===== config.mk =====
export PLATFORM = sky130hd
export DESIGN_NAME = kzt_queue
export DESIGN_NICKNAME = d
export VERILOG_FILES = /design/src/hw/rtl/kzt_pkg.sv /design/src/hw/rtl/kzt_queue.sv
export SDC_FILE = /design/constraint.sdc
export NUM_CORES = 1
export LEC_CHECK = 0
export ABC_AREA = 1
export BUFFER_PORTS_ARGS = -buffer_cell sky130_fd_sc_hd__buf_2
export CAP_MARGIN = 20
export CORE_AREA = 2 2 114 105
export CTS_BUF_LIST = sky130_fd_sc_hd__clkbuf_16
export DETAILED_ROUTE_END_ITERATION = 12
export DIE_AREA = 0 0 116 107
export PLACE_DENSITY = 0.74
export REMOVE_ABC_BUFFERS = 1
export SLEW_MARGIN = 25
export SYNTH_ARGS = -nofsm -noshare
export SYNTH_HDL_FRONTEND = slang
export SYNTH_SLANG_ARGS = --single-unit

===== constraint.sdc =====
create_clock -name clock -period 3.8 [get_ports clock]
set_input_delay 0.76 -clock clock [delete_from_list [all_inputs] [get_ports clock]]
set_output_delay 0.76 -clock clock [all_outputs]
set_load 0.01 [all_outputs]

===== src/hw/rtl/kzt_pkg.sv =====
`default_nettype none

package kzt_pkg;

   localparam int TABLE_SLOTS = 512;
   localparam int PROBE_LIMIT = 8;
   localparam int SLOT_W      = $clog2(TABLE_SLOTS);
   localparam int PROBE_W     = $clog2(PROBE_LIMIT + 1);
   localparam int HOME_SHIFT  = 4;

   localparam int KEY_W       = 64;
   localparam int POS_W       = 26;
   localparam int REG_W       = 24;
   localparam int DIFF_W      = POS_W + 1;
   localparam int CSR_IDX_W   = 2;
   localparam int SLOT_OUT_W  = 9;

   localparam logic [POS_W-2:0] POS_MAX       = 25'd10240000;
   localparam logic [REG_W-1:0] TOL_RESET     = 24'd1024;

   localparam int QUEUE_DEPTH = 2;
   localparam int QPTR_W      = $clog2(QUEUE_DEPTH);
   localparam int QCNT_W      = $clog2(QUEUE_DEPTH + 1);

   typedef enum logic [CSR_IDX_W-1:0] {
      REG_TARGET_X  = 2'd0,
      REG_TARGET_Y  = 2'd1,
      REG_TOLERANCE = 2'd2
   } reg_idx_type;

   typedef enum logic [1:0] {
      ST_CLEAR,
      ST_IDLE,
      ST_PROBE
   } back_state_type;

   typedef struct packed {
      logic [KEY_W-1:0] key;
      logic             ignored;
      logic             hit;
   } item_type;

   typedef struct packed {
      logic [KEY_W-1:0] key;
      logic             zone_flag;
   } slot_type;

   typedef struct packed {
      logic clearing;
   } back_stat_type;

   function automatic logic axis_hit(input logic [POS_W-1:0] pos,
                                     input logic [REG_W-1:0] target,
                                     input logic [REG_W-1:0] tol);
      logic [DIFF_W-1:0] d;
      logic [DIFF_W-1:0] mag;
      d   = {pos[POS_W-1], pos} - {{(DIFF_W-REG_W){1'b0}}, target};
      mag = d[DIFF_W-1] ? (~d + 1'b1) : d;
      return mag <= {{(DIFF_W-REG_W){1'b0}}, tol};
   endfunction

endpackage

`default_nettype wire


===== src/hw/rtl/kzt_queue.sv =====
`default_nettype none

module kzt_queue (
   input  wire               clock,
   input  wire               reset,
   input  wire               push,
   input  kzt_pkg::item_type push_item,
   input  wire               pop,
   output kzt_pkg::item_type head,
   output logic              full,
   output logic              empty
);
   import kzt_pkg::*;

   item_type            entries_ff [QUEUE_DEPTH];
   logic [QPTR_W-1:0]   wr_ptr_ff, wr_ptr_in;
   logic [QPTR_W-1:0]   rd_ptr_ff, rd_ptr_in;
   logic [QCNT_W-1:0]   count_ff, count_in;

   assign full  = count_ff == QCNT_W'(QUEUE_DEPTH);
   assign empty = count_ff == '0;
   assign head  = entries_ff[rd_ptr_ff];

   always_comb begin
      wr_ptr_in = push ? wr_ptr_ff + 1'b1 : wr_ptr_ff;
      rd_ptr_in = pop  ? rd_ptr_ff + 1'b1 : rd_ptr_ff;
      count_in  = count_ff;
      if (push && !pop) begin
         count_in = count_ff + 1'b1;
      end else if (pop && !push) begin
         count_in = count_ff - 1'b1;
      end
   end

   always_ff @(posedge clock) begin
      if (push) begin
         entries_ff[wr_ptr_ff] <= push_item;
      end
   end

   always_ff @(posedge clock) begin
      if (reset) begin
         wr_ptr_ff <= '0;
         rd_ptr_ff <= '0;
         count_ff  <= '0;
      end else begin
         wr_ptr_ff <= wr_ptr_in;
         rd_ptr_ff <= rd_ptr_in;
         count_ff  <= count_in;
      end
   end

endmodule

`default_nettype wire


==> metrics list <==
- Number of pins exceeding their max-slew limit in the final report: 0
- Setup violations remaining at the end of the flow were counted as 0.
- Ant. Diodes: 0
* PnR Total Power: 3939 µW
- After clock tree synthesis, the repair step resized 0 gates.
- Deepest clock path buffer count: 2
- Actual transition at the worst max-transition pin: between 800 and 900 ps
- The smallest clock period supported by the final layout is computed as 2726 ps.
* Maximum level of the CTS H-tree: 4
- The tree built by TritonCTS fans out to 137 sinks.
* Antenna violations before repair: 0
- Area occupied by registers: 4068 µm²
* Worst hold slack: 510.5 ps
- Leak: 0.002658 µW
- Flip-flop and latch count after synthesis: 137
- Cells with a size suffix above 1 make up about three fifths of the layout.
* Total Routed Length: approximately 8.8 mm
- First-pass GRT wire length: between 10 and 15 mm
- Kind of start point of the critical path: register
* Worst slew margin: 46.02%
* Hold bufs inserted after CTS: 0
- Average wire length per cell after detail routing: 15.64 µm
- In this run the vertical extent of the chip is roughly 110 µm.
- After synthesis, flip-flops and latches occupy around 80% of the total area.
- Data on the critical path is required at its endpoint by 3040 ps.
* Arrival @ worst endpoint: 1970 ps
* Cell depth of the worst flop-to-flop path: 2
- In the global route stage, overall resource usage came out at 14.32%.
- Total overflow reported by the global router: 0
- TritonCTS clock tree: built
- CTS clock-pin slew for the worst setup and hold paths: 50 ps
- Once placement completed, the tool counted placed cells totaling 528.
- The net count of the finished layout is between 400 and 500.
- Cell with the most instances after synthesis: sky130_fd_sc_hd__edfxtp_1
* Total of buffers placed on input and output ports: 137
- Worst-case vdd ir drop: ~0.34 mV
- Main flop type after synthesis: sky130_fd_sc_hd__edfxtp_1
- In this run the critical register-to-register path is captured at entries_ff[0][23]$_DFFE_PP_.
- Setup repair after global routing left no endpoint under its margin.
- Number of global-route vias before repair: 2629
- Final cycle utilization of the critical path: 71.74%
* Post-synthesis cell type with the largest combined area: sky130_fd_sc_hd__edfxtp_1
* Clock Skews: 10.32 ps
- Full die area: between 10000 and 15000 µm²
* Finished layout cell area: 6700 µm²
- Number of nets with antenna violations after detailed routing: 0
- Along the worst path, the maximum fanout reaches 37.
- The critical path runs through a total of 3 cells.
- 138 I/O pins were placed.
* Endpoint of the worst setup timing path: head[46]
- Critical Path Sink Type: output port
* Last weighted congestion value of the routability-driven placer: ~0.67
- Setup Slack @ Placement: 1482 ps
- Critical path type: reg2out
- In this run the mean area of a mapped cell was ~22 µm².
* Placement Cell Area: 6043 µm²
- Counting flops with an async set or reset pin after synthesis yields a share of 0%.
- Most common library cells after synthesis: sky130_fd_sc_hd__edfxtp_1 (132), sky130_fd_sc_hd__mux2_4 (40), sky130_fd_sc_hd__mux2_2 (26)
* Share of the synthesized area in the top cell type: 76.97%
- Multi-input combinational cell area: 993.5 µm²
- After synthesis, the netlist uses 16 different library cells.
- For this run, the number of standard cells in the final layout without fillers is 560.
- Cells taking the most area after synthesis: sky130_fd_sc_hd__edfxtp_1 (77%), sky130_fd_sc_hd__mux2_4 (12%), sky130_fd_sc_hd__mux2_2 (5.7%)
* Total via count in the routed design: 2557
* DRT iter0 DRCs: between 150 and 200
* Number of rows in the core area: 37
* Number of flops mapped to enable cells by yosys: ~130
- In this design, the stage delay of the slowest critical-path cell is 680 ps.
- From synthesis to final layout, the design area changed by 30.10%.
* Area inside the core boundary: 11200 µm²
- Upper clock frequency limit: 366.8 MHz
- The tool flagged a number of max-cap violations equal to 0.
* Post-CTS setup buffers: 0
- In this run the cell area of the synthesized design comes to 5150 µm².
* Maximum number of pins on one net before global-route repair: 42
* Power density of the placed cells: ~600 nW/µm²
* Hold Vio Cnt, Final: 0
- Half-perimeter wire length of the detailed placement result: 5.821 mm
- Detailed-router iteration count before antenna repair: 4
- For flop-to-flop paths, the worst setup slack is roughly 2100 ps.
- Yosys printed 0 warnings.
- Root buffer cell: sky130_fd_sc_hd__clkbuf_16
- Number of buffers inserted during clock tree synthesis: 17
- Ordered list of cells on the worst path: buf_12 > mux2_2 > buf_2
* Number of remaining DRC errors: 0
- Filler cells: 869
- Vias per cell: between 4 and 5
* Post-route worst setup slack: 1074 ps
- The worst register-to-register path begins at wr_ptr_ff$_SDFFE_PP0P_.
* Status: completed
- After technology mapping, the gate count stands at 238.
- Worst path slowest cell: sky130_fd_sc_hd__dfxtp_4
- Classification of the worst-slack hold path: reg2reg
- Width of the chip: 116 µm
- Initial cell density of the core: a little under half
* Worst Path Buf+Inv: 2
- Clock latency on the worst-skew pair, taken at its later pin, is between 400 and 500 ps.
- Family of cells with the greatest summed delay on the critical path: flip-flops
-- registers in the layout, indices dropped and copies added (netlist names), named ones only --
register	cells
wr_ptr_ff	1
entries_ff	132
rd_ptr_ff	1
count_ff	2
-- power breakdown --
group | internal (µW) | switching (µW) | leakage [µW]
clock | 1220 | 575 | 0.000323
sequential | 1750 | 36.0 | 0.00128
combinational | 190 | 170 | 0.00105
total | 3160 | 781 | 0.00266
-- worst register-to-register path, cell delays in order (launching register included) --
cell                      delay, ps
sky130_fd_sc_hd__dfxtp_1        350
sky130_fd_sc_hd__nor2_4         650
sky130_fd_sc_hd__buf_4          350
-- logic make-up after synthesis --
kind of cell,share of synthesized area [%]
DFF,78.91
muxes,17.35
buffers and inverters,1.944
and+or+nand+nor,1.190
AOI/OAI and AO/OA,0.1942
xor gates and xnor gates,0.1701
adders and majority gates,0.2429
-- routing by layer --
layer / global-route usage (%) / up-vias / wire [µm]
met2: 23.48 / 96 / 4281
met3: 6.953 / 10 / 697
met4: 5.357 / 0 / 106
li1: - / 1234 / -
met1: 16.21 / 1217 / 3674
met5: 0 / - / 0
-- stage by stage --
step           setup TNS (ps)  utilization (%)
6_report                    0            59.81
5_1_grt                     0            59.81
4_1_cts                     0            59.81
3_5_place_dp                0            53.94
3_3_place_gp                0            53.94
2_1_floorplan          -17130                -
-- final cells by class --
type | count | area share [%]
multi-input combinational | 85 | 14.83
clock buffer | 17 | 6.349
inverter | 9 | 0.5042
timing repair buffer | 141 | 11.24
tap | 156 | 2.913
clock inverter | 15 | 3.455
sequential | 137 | 60.71
-- cells in the final DEF (no fill, tap or decap), types with 2 or more instances in the layout --
master,instances
sky130_fd_sc_hd__clkbuf_16,17
sky130_fd_sc_hd__mux2_2,26
sky130_fd_sc_hd__bufinv_16,6
sky130_fd_sc_hd__clkinv_2,3
sky130_fd_sc_hd__nand2_1,5
sky130_fd_sc_hd__clkinv_4,2
sky130_fd_sc_hd__buf_2,137
sky130_fd_sc_hd__nor2_1,6
sky130_fd_sc_hd__clkinv_1,2
sky130_fd_sc_hd__mux2_4,40
sky130_fd_sc_hd__dfxtp_1,4
sky130_fd_sc_hd__inv_1,9
sky130_fd_sc_hd__buf_12,3
sky130_fd_sc_hd__edfxtp_1,132
-- how the worst min path moves through the flow --
stage,startpoint,to,slack [ps],cells past startpoint
floorplan,rd_ptr_ff$_SDFFE_PP0P_,register,480,2
global placement,rd_ptr_ff$_SDFFE_PP0P_,rd_ptr_ff$_SDFFE_PP0P_,490,2
detailed placement,rd_ptr_ff$_SDFFE_PP0P_,register,510,2
finish,rd_ptr_ff$_SDFFE_PP0P_,register,510,2
CTS,push_item[65],entries_ff[0][65]$_DFFE_PP_,510,1
global route,push_item[51],entries_ff[1][51]$_DFFE_PP_,510,1
No activity file was read; power rests on OpenSTA's default activity.
