## src/hw/rtl/kzt_pkg.sv

```systemverilog
`default_nettype none

package kzt_pkg;

   localparam int TABLE_SLOTS = 512;
   localparam int PROBE_LIMIT = 8;
   localparam int SLOT_W      = $clog2(TABLE_SLOTS);
   localparam int PROBE_W     = $clog2(PROBE_LIMIT + 1);
   localparam int HOME_SHIFT  = 4;

   localparam int KEY_W       = 64;
   localparam int POS_W       = 26;
   localparam int REG_W       = 24;
   localparam int DIFF_W      = POS_W + 1;
   localparam int CSR_IDX_W   = 2;
   localparam int SLOT_OUT_W  = 9;

   localparam logic [POS_W-2:0] POS_MAX       = 25'd10240000;
   localparam logic [REG_W-1:0] TOL_RESET     = 24'd1024;

   localparam int QUEUE_DEPTH = 2;
   localparam int QPTR_W      = $clog2(QUEUE_DEPTH);
   localparam int QCNT_W      = $clog2(QUEUE_DEPTH + 1);

   typedef enum logic [CSR_IDX_W-1:0] {
      REG_TARGET_X  = 2'd0,
      REG_TARGET_Y  = 2'd1,
      REG_TOLERANCE = 2'd2
   } reg_idx_type;

   typedef enum logic [1:0] {
      ST_CLEAR,
      ST_IDLE,
      ST_PROBE
   } back_state_type;

   typedef struct packed {
      logic [KEY_W-1:0] key;
      logic             ignored;
      logic             hit;
   } item_type;

   typedef struct packed {
      logic [KEY_W-1:0] key;
      logic             zone_flag;
   } slot_type;

   typedef struct packed {
      logic clearing;
   } back_stat_type;

   function automatic logic axis_hit(input logic [POS_W-1:0] pos,
                                     input logic [REG_W-1:0] target,
                                     input logic [REG_W-1:0] tol);
      logic [DIFF_W-1:0] d;
      logic [DIFF_W-1:0] mag;
      d   = {pos[POS_W-1], pos} - {{(DIFF_W-REG_W){1'b0}}, target};
      mag = d[DIFF_W-1] ? (~d + 1'b1) : d;
      return mag <= {{(DIFF_W-REG_W){1'b0}}, tol};
   endfunction

endpackage

`default_nettype wire

```

## src/hw/rtl/kzt_front.sv

```systemverilog
`default_nettype none

module kzt_front (
   input  wire                              clock,
   input  wire                              reset,
   input  wire                              start,
   output logic                             busy,
   input  wire  [kzt_pkg::KEY_W-1:0]        req_object_key,
   input  wire  signed [kzt_pkg::POS_W-1:0] req_pos_x,
   input  wire  signed [kzt_pkg::POS_W-1:0] req_pos_y,
   input  wire                              csr_valid,
   output logic                             csr_ready,
   input  wire  [kzt_pkg::CSR_IDX_W-1:0]    csr_index,
   input  wire  [kzt_pkg::REG_W-1:0]        csr_data,
   output logic                             push,
   output kzt_pkg::item_type                push_item,
   input  wire                              full,
   input  kzt_pkg::back_stat_type           back_stat
);
   import kzt_pkg::*;

   logic [REG_W-1:0] target_x_ff, target_x_in;
   logic [REG_W-1:0] target_y_ff, target_y_in;
   logic [REG_W-1:0] tolerance_ff, tolerance_in;
   logic             range_x;
   logic             range_y;

   assign csr_ready = 1'b1;
   assign busy      = full || back_stat.clearing;
   assign push      = start && !busy;

   always_comb begin
      target_x_in  = target_x_ff;
      target_y_in  = target_y_ff;
      tolerance_in = tolerance_ff;
      if (csr_valid && csr_ready) begin
         case (csr_index)
            REG_TARGET_X:  target_x_in  = csr_data;
            REG_TARGET_Y:  target_y_in  = csr_data;
            REG_TOLERANCE: tolerance_in = csr_data;
            default: ;
         endcase
      end
   end

   always_ff @(posedge clock) begin
      if (reset) begin
         target_x_ff  <= '0;
         target_y_ff  <= '0;
         tolerance_ff <= TOL_RESET;
      end else begin
         target_x_ff  <= target_x_in;
         target_y_ff  <= target_y_in;
         tolerance_ff <= tolerance_in;
      end
   end

   assign range_x = !req_pos_x[POS_W-1] && (req_pos_x[POS_W-2:0] <= POS_MAX);
   assign range_y = !req_pos_y[POS_W-1] && (req_pos_y[POS_W-2:0] <= POS_MAX);

   always_comb begin
      push_item.key     = req_object_key;
      push_item.ignored = (req_object_key == '0) || !range_x || !range_y;
      push_item.hit     = axis_hit(req_pos_x, target_x_ff, tolerance_ff)
                          && axis_hit(req_pos_y, target_y_ff, tolerance_ff);
   end

endmodule

`default_nettype wire

```

## config.mk

```make
export PLATFORM = sky130hd
export DESIGN_NAME = kzt_front
export DESIGN_NICKNAME = d
export VERILOG_FILES = /design/src/hw/rtl/kzt_pkg.sv /design/src/hw/rtl/kzt_front.sv
export SDC_FILE = /design/constraint.sdc
export NUM_CORES = 1
export LEC_CHECK = 0
export BUFFER_PORTS_ARGS = -buffer_cell sky130_fd_sc_hd__buf_2
export CAP_MARGIN = 40
export CORE_MARGIN = 2
export CORE_UTILIZATION = 44
export DETAILED_ROUTE_END_ITERATION = 8
export PLACE_DENSITY = 0.68
export SLEW_MARGIN = 20
export SYNTH_ARGS = -nofsm -noshare
export SYNTH_HDL_FRONTEND = slang
export SYNTH_SLANG_ARGS = --single-unit
```

## constraint.sdc

```tcl
create_clock -name clock -period 8.9 [get_ports clock]
set_clock_uncertainty 0.2 [all_clocks]
set_input_delay 1.78 -clock clock [delete_from_list [all_inputs] [get_ports clock]]
set_output_delay 1.78 -clock clock [all_outputs]
set_load 0.005 [all_outputs]
```

==> results of run 1 <==
## power groups by stage
stage	registers [uW]	logic [uW]	clock network (uW)
global placement	346	571	0
global route	340	685	421
floorplan	344	425	0
detailed placement	346	583	0
finish	339	611	404
CTS	339	588	409
## logic make-up after synthesis
kind of cell	share of synthesized area (%)
fa+ha+maj	14.58
flops	16.60
mux	0.2306
compound gates	23.82
buf+inv	11.70
other cells	0.04319
simple gates	24.86
xor+xnor	8.170
## layer usage
layer | global-route usage [%] | part of all wire (%)
met3 | 3.510 | 4.9
met4 | 11.29 | 4.1
met2 | 47.79 | 49
met5 | 0 | 0
met1 | 31.75 | 42
## synth_stat cells, drive strengths merged, types with 7 or more instances
cell    number  area share, %
a211oi      13            1.2
a21oi      134            7.7
and2         7           0.50
ha          98             14
and3        11           0.85
clkbuf      42            1.8
or3         11           0.85
inv         94            4.1
nor4        30            2.2
o31ai        9           0.84
nor2        61            2.6
nor3        22            1.3
xnor2       48            4.8
o21ai       45            2.6
nor3b        8           0.75
a31oi       14            1.0
xor2        33            3.3
nand2b      12           0.86
buf         69            5.8
a21o        26            2.2
dfxtp       72             17
o21a        13            1.1
nand2      202            8.7
nand3       20            1.2
nand4       26            1.9
## worst min path at each step
| stage | to | startpoint | cells past startpoint |
|---|---|---|---|
| 2_1_floorplan | target_x_ff[10] | target_x_ff[10] | 2 |
| 3_3_place_gp | tolerance_ff[3] | tolerance_ff[3] | 2 |
| 3_5_place_dp | tolerance_ff[15] | tolerance_ff[15] | 2 |
| 4_1_cts | tolerance_ff[15] | tolerance_ff[15] | 2 |
| 5_1_grt | target_y_ff[0] | target_y_ff[0] | 2 |
| 6_report | tolerance_ff[13] | tolerance_ff[13] | 2 |
## metrics by stage
| stage | instances | hold WS (ns) |
|---|---|---|
| after floorplan | 1222 | 0.2363 |
| after global placement | 1616 | 0.2418 |
| after detailed placement | 1618 | 0.2463 |
| after CTS | 1634 | 0.2545 |
| after global routing | 1648 | 0.2714 |
| final | 1649 | 0.2538 |
## layout make-up
type / instances / share of cell area, %
multi-input cells: 945 / 62.40
flip-flops and latches: 72 / 14.17
repair buffers: 251 / 13.34
inverters: 94 / 3.468
well taps: 265 / 3.259
clock buffers: 9 / 2.213
clock inverters: 7 / 1.008
diodes: 6 / 0.1476
## sequential cells by signal, summed over array words and instances, names as in the netlist
name	count
tolerance_ff	24
target_x_ff	24
target_y_ff	24
## cell usage in the layout (no fill, tap or decap), types with 19 or more instances in the layout
cell,n
buf_2,215
nand2_1,202
a21oi_1,134
ha_1,98
inv_1,94
dfxtp_1,72
nor2_1,61
xnor2_1,48
o21ai_0,38
buf_4,34
xor2_1,33
nand4_1,26
nor4_1,26
a21o_1,25
nor3_1,20
nand3_1,19
## what timing repair did
| item | CTS | global route |
|---|---|---|
| setup endpoints to repair | 1 | 1 |
| pin swaps | 0 | 12 |
| setup buffers | 0 | 9 |
| hold endpoints to repair | 0 | 0 |
| resized for setup | 1 | 26 |
## worst max-delay path, cell delays in order
cell and delay, ns:
buf_2 0.10, inv_1 0.05, ha_1 0.18, inv_1 0.06, fa_1 0.39, a21o_1 0.26
a221o_1 0.38, buf_4 0.17, o21ai_0 0.19, a31oi_2 0.14, and3_1 0.25, nor3b_1 0.16
buf_4 0.18, a21oi_1 0.15, xor2_1 0.19, ha_1 0.27, a21o_1 0.17, a21o_1 0.18
a21o_1 0.18, a21o_1 0.17, a21oi_1 0.13, nor3b_1 0.06, o21ai_1 0.15, o2111ai_1 0.14
nor4_2 0.32, buf_2 0.18
==> results by group, run 1 <==
Layout
  – Synthesis-to-finish area growth: 17.18%
  – Share of cells above drive strength 1: 22.71%
  – FF+latch area: 1441 um2
  – Final core utilization: 52.45%
  – # fillers: 1978
  – Footprint of the multi-input gates: 6349 um2
  – Nets: 1621
  – Final instance area: 10170 um2

Place
  – Hpwl dp: 23360 um
  – Area post-placement: 9647 um2
  – I/O Buffers: 215
  – Final GP Congestion: 0.9157
  – Setup WS pre-CTS: 0.01186 ns

Floorplan
  – DIE HEIGHT: 144.5 um
  – Width of the chip: 144.5 um
  – Initial core utilization: 44.76%
  – # rows: 51
  – Io pins: 217
  – Die area: 20870 um2
  – Core area: 19400 um2

Route
  – # DRC: 0
  – Detailed Route WL: 28410 um
  – First-pass DRT Iterations: 5
  – Routed len/inst: 17.23 um
  – Avg Vias per Cell: 5.597
  – Iteration-0 DRC Markers: 660
  – Via count: 9229
  – Post-DRT Antenna Nets: 0

Power
  – Reg power frac: 25.1%
  – Power Dens Cells: 133.1 nW/um2
  – Int Pwr: 846.1 uW
  – Logic pwr share: 45.1%
  – Final Power: 1354 uW
  – Leakage: 0.004229 uW
  – Clock share of power: 29.8%
  – Max VDD drop: 0.1171 mV
  – Net Sw Frac: 37.51%
  – Psw: 507.8 uW

CTS
  – H-tree Lvls: 3
  – Clock Latency Late Sink: 0.34 ns
  – Clock transition at path regs: 0.06 ns
  – CTS buffer count: 9
  – Hold buffer count at CTS: 0
  – Maximum root-to-sink buffer count: 2
  – TritonCTS clock tree: yes
  – CTS Root Cell: clkbuf_16
  – Clk sinks: 72

STA
  – Final worst slack: 0.3411 ns
  – Setup TNS: 0 ns
  – Tcrit/Tclk final: 96.17%
  – Slew Limit Fails: 0
  – Slew HR: 38.00%
  – Fin. Hold Viols: 0
  – Maximum clock rate: 0.1168 GHz
  – Worst-Margin Slew: 0.9171 ns
  – Final setup viols: 0
  – Tmin final: 8.559 ns

Global route
  – Vias in the first global route: 8515
  – First-pass GRT wire length: 43350 um
  – Initial antenna violation count: 6
  – Largest net degree at the start of global routing: 73
  – Total gr overflow: 0
  – GRT Util Overall: 26.61%

Worst setup path
  – R2R depth: 3
  – CP Launch Type: input pin
  – Critical Path Source: req_pos_x[0]
  – R2r setup slk: 7.86 ns
  – Origin of the critical flop-to-flop path: tolerance_ff[10]
  – Worst R2R End: tolerance_ff[10]
  – Critical Path AT: 6.58 ns
  – Critical Path Sink: push_item[0]
  – CP required: 6.92 ns
  – CP max FO: 4
  – CP endpoint kind: output pin
  – CP Class: input pin to output pin

Synthesis
  – Mapped Nets: 1470
  – Fraction of registers with async set/reset: 0%
  – Synth cell types: 80
  – Sequential-to-total area share from yosys stat: 16.60%
  – Number of flops mapped to enable cells by yosys: 0
  – Yosys warns: 0
  – Avg Cell Area, Syn: 7.106 um2
  – Synthesized area: 8683 um2
  – Flops & latches, synth: 72
  – Top FF cell, synth: dfxtp_1
  – Cells after Synth: 1222

Flow run
  – Max-Cap Viols: 0

Hold path
  – Hold Path Class: register to register

Status
  – Status: finished clean
(Power assumes the default switching activity.)
==> inputs of run 2 (changes only) <==
==> constraint.sdc (replaced) <==
create_clock -name clock -period 8.9 [get_ports clock]
set_clock_uncertainty 0.2 [all_clocks]
set_input_delay 1.78 -clock clock [delete_from_list [all_inputs] [get_ports clock]]
set_output_delay 1.78 -clock clock [all_outputs]
set_load 0.02 [all_outputs]
==> run 2 against run 1 <==
Effect of this change:
- critical path depth decreased by 4
- first-iteration DRC count decreased by 17%
- sequential power about the same
- final area increased by 1.1%
- critical endpoint unchanged
==> results by group, run 2 (synthesized netlist as in run 1, its figures left out) <==
CTS
  – Hold buffer count at CTS: 0
  – Maximum root-to-sink buffer count: 2
  – CTS Root Cell: clkbuf_16
  – TritonCTS clock tree: yes
  – Clk sinks: 72
  – CTS buffer count: 9
  – Clock Latency Late Sink: 0.35 ns
  – H-tree Lvls: 3
  – Clock transition at path regs: 0.06 ns

Worst setup path
  – Critical Path AT: 6.63 ns
  – CP Launch Type: input pin
  – CP max stage cell: or4_1
  – CP cell instances: buf_2 > ha_1 > nand2_1 > a211oi_4 > o21ai_2 > o311ai_1 > buf_4 > xor2_1 > or4_1 > nor3b_2 > and3_4 > a31oi_1 > xnor2_1 > ha_1 > a21oi_1 > nor2b_1 > a2111oi_2 > o21ai_0 > o221ai_1 > o2111ai_1 > nor4_2 > buf_4
  – CP Class: input pin to output pin
  – Worst Path Buf+Inv: 3
  – Family with the most delay on the worst path: compound AO/OA/AOI/OAI gates
  – CP max FO: 6
  – CP required: 6.92 ns
  – Largest stage delay, worst path: 0.57 ns
  – CP endpoint kind: output pin
  – R2r setup slk: 7.89 ns

Power
  – Max VDD drop: 0.1255 mV
  – Leakage: 0.004266 uW
  – Final Power: 1355 uW
  – Power Dens Cells: 131.7 nW/um2

STA
  – Final setup viols: 0
  – Worst-Margin Slew: 0.8160 ns
  – Min Hold Slack: 0.2527 ns
  – Tcrit/Tclk final: 96.73%
  – Final worst slack: 0.2911 ns
  – Slew HR: 45.60%
  – Slew Limit Fails: 0
  – Tmin final: 8.609 ns
  – Maximum clock rate: 0.1162 GHz
  – Fin. Hold Viols: 0

Layout
  – Nets: 1628
  – Final core utilization: 53.02%
  – Top flop regs: target_x_ff x24, target_y_ff x24, tolerance_ff x24
  – Final instance area: 10280 um2
  – # fillers: 1937
  – Most frequent cells in the layout: buf_2 (213), nand2_1 (202), a21oi_1 (131)
  – Commonest non-fill, non-tap cell in the layout: buf_2
  – Share of cells above drive strength 1: 24.12%
  – Synthesis-to-finish area growth: 18.44%

Place
  – Area post-placement: 9684 um2
  – Final GP Congestion: 0.9059
  – Hpwl dp: 23400 um
  – I/O Buffers: 215
  – Setup WS pre-CTS: -0.04028 ns

Floorplan
  – Width of the chip: 144.5 um
  – DIE HEIGHT: 144.5 um
  – Initial core utilization: 44.76%
  – Die area: 20870 um2
  – # rows: 51
  – Io pins: 217
  – Core area: 19400 um2

Global route
  – First-pass GRT wire length: 43550 um
  – Vias in the first global route: 8542
  – Total gr overflow: 0
  – Initial antenna violation count: 4
  – Largest net degree at the start of global routing: 73
  – GRT Util Overall: 26.69%

Hold path
  – Hold Path Class: register to register

Flow run
  – Max-Cap Viols: 0

Route
  – Avg Vias per Cell: 5.573
  – Detailed Route WL: 28590 um
  – Post-DRT Antenna Nets: 0
  – # DRC: 0
  – Via count: 9218
  – First-pass DRT Iterations: 6
  – Iteration-0 DRC Markers: 546
  – Routed len/inst: 17.28 um

Status
  – Status: finished clean
==> run 2: cell types whose count changed in the layout (fill, tap and decap cells not counted), sizes merged <==
cell,delta
buf,+7
bufinv,-1
clkinvlp,+2
diode,-2
inv,-1
==> run 2: worst reg2reg max path: stages (launching register included) <==
cell,delay (ns)
dfxtp_1,0.30
inv_1,0.10
nor2_1,0.06
a211o_1,0.26
==> run 2: metrics by stage <==
stage               TNS [ns]  instances
CTS                        0       1639
finish                     0       1654
floorplan                  0       1222
global route        -0.04294       1653
detailed placement  -0.04028       1623
global placement           0       1621
==> run 2: path summary, 6_finish.rpt <==
check | endpoint | depth (start not counted) | from
max | push_item[0] | 22 | req_pos_y[4]
min | target_y_ff[10] | 2 | target_y_ff[10]
max reg2reg | tolerance_ff[10] | 3 | tolerance_ff[10]
min reg2reg | target_y_ff[10] | 2 | target_y_ff[10]
==> run 2: cell type report <==
cell class | instances | area, um2 | area share [%]
flip-flops and latches | 72 | 1441 | 14.01
clock inverters | 7 | 71.32 | 0.6934
diodes | 4 | 10.01 | 0.09732
clock buffers | 9 | 225.2 | 2.190
repair buffers | 258 | 1423 | 13.83
inverters | 94 | 352.8 | 3.431
well taps | 265 | 331.6 | 3.224
multi-input cells | 945 | 6430 | 62.52
==> run 2: where the power goes <==
group	leakage [uW]	switching, uW	internal (uW)
logic	0.00354	372	273
registers	0.000585	5.94	333
clock network	0.000138	154	217
total	0.00427	532	823
==> run 2: what timing repair did <==
| action | in CTS | in global routing |
|---|---|---|
| resized for setup | 2 | 48 |
| pin swaps | 1 | 26 |
| gates cloned | 0 | 0 |
| setup buffers | 0 | 11 |
| endpoints found under the setup margin | 1 | 1 |
==> run 2: layer usage <==
metal / global-route usage (%) / share of wire, % / vias up
met3: 3.974 / 5.1 / 55
met1: 32.14 / 42 / 4263
met5: 0 / 0 / -
met2: 47.44 / 49 / 297
li1: - / - / 4603
met4: 10.88 / 3.6 / 0
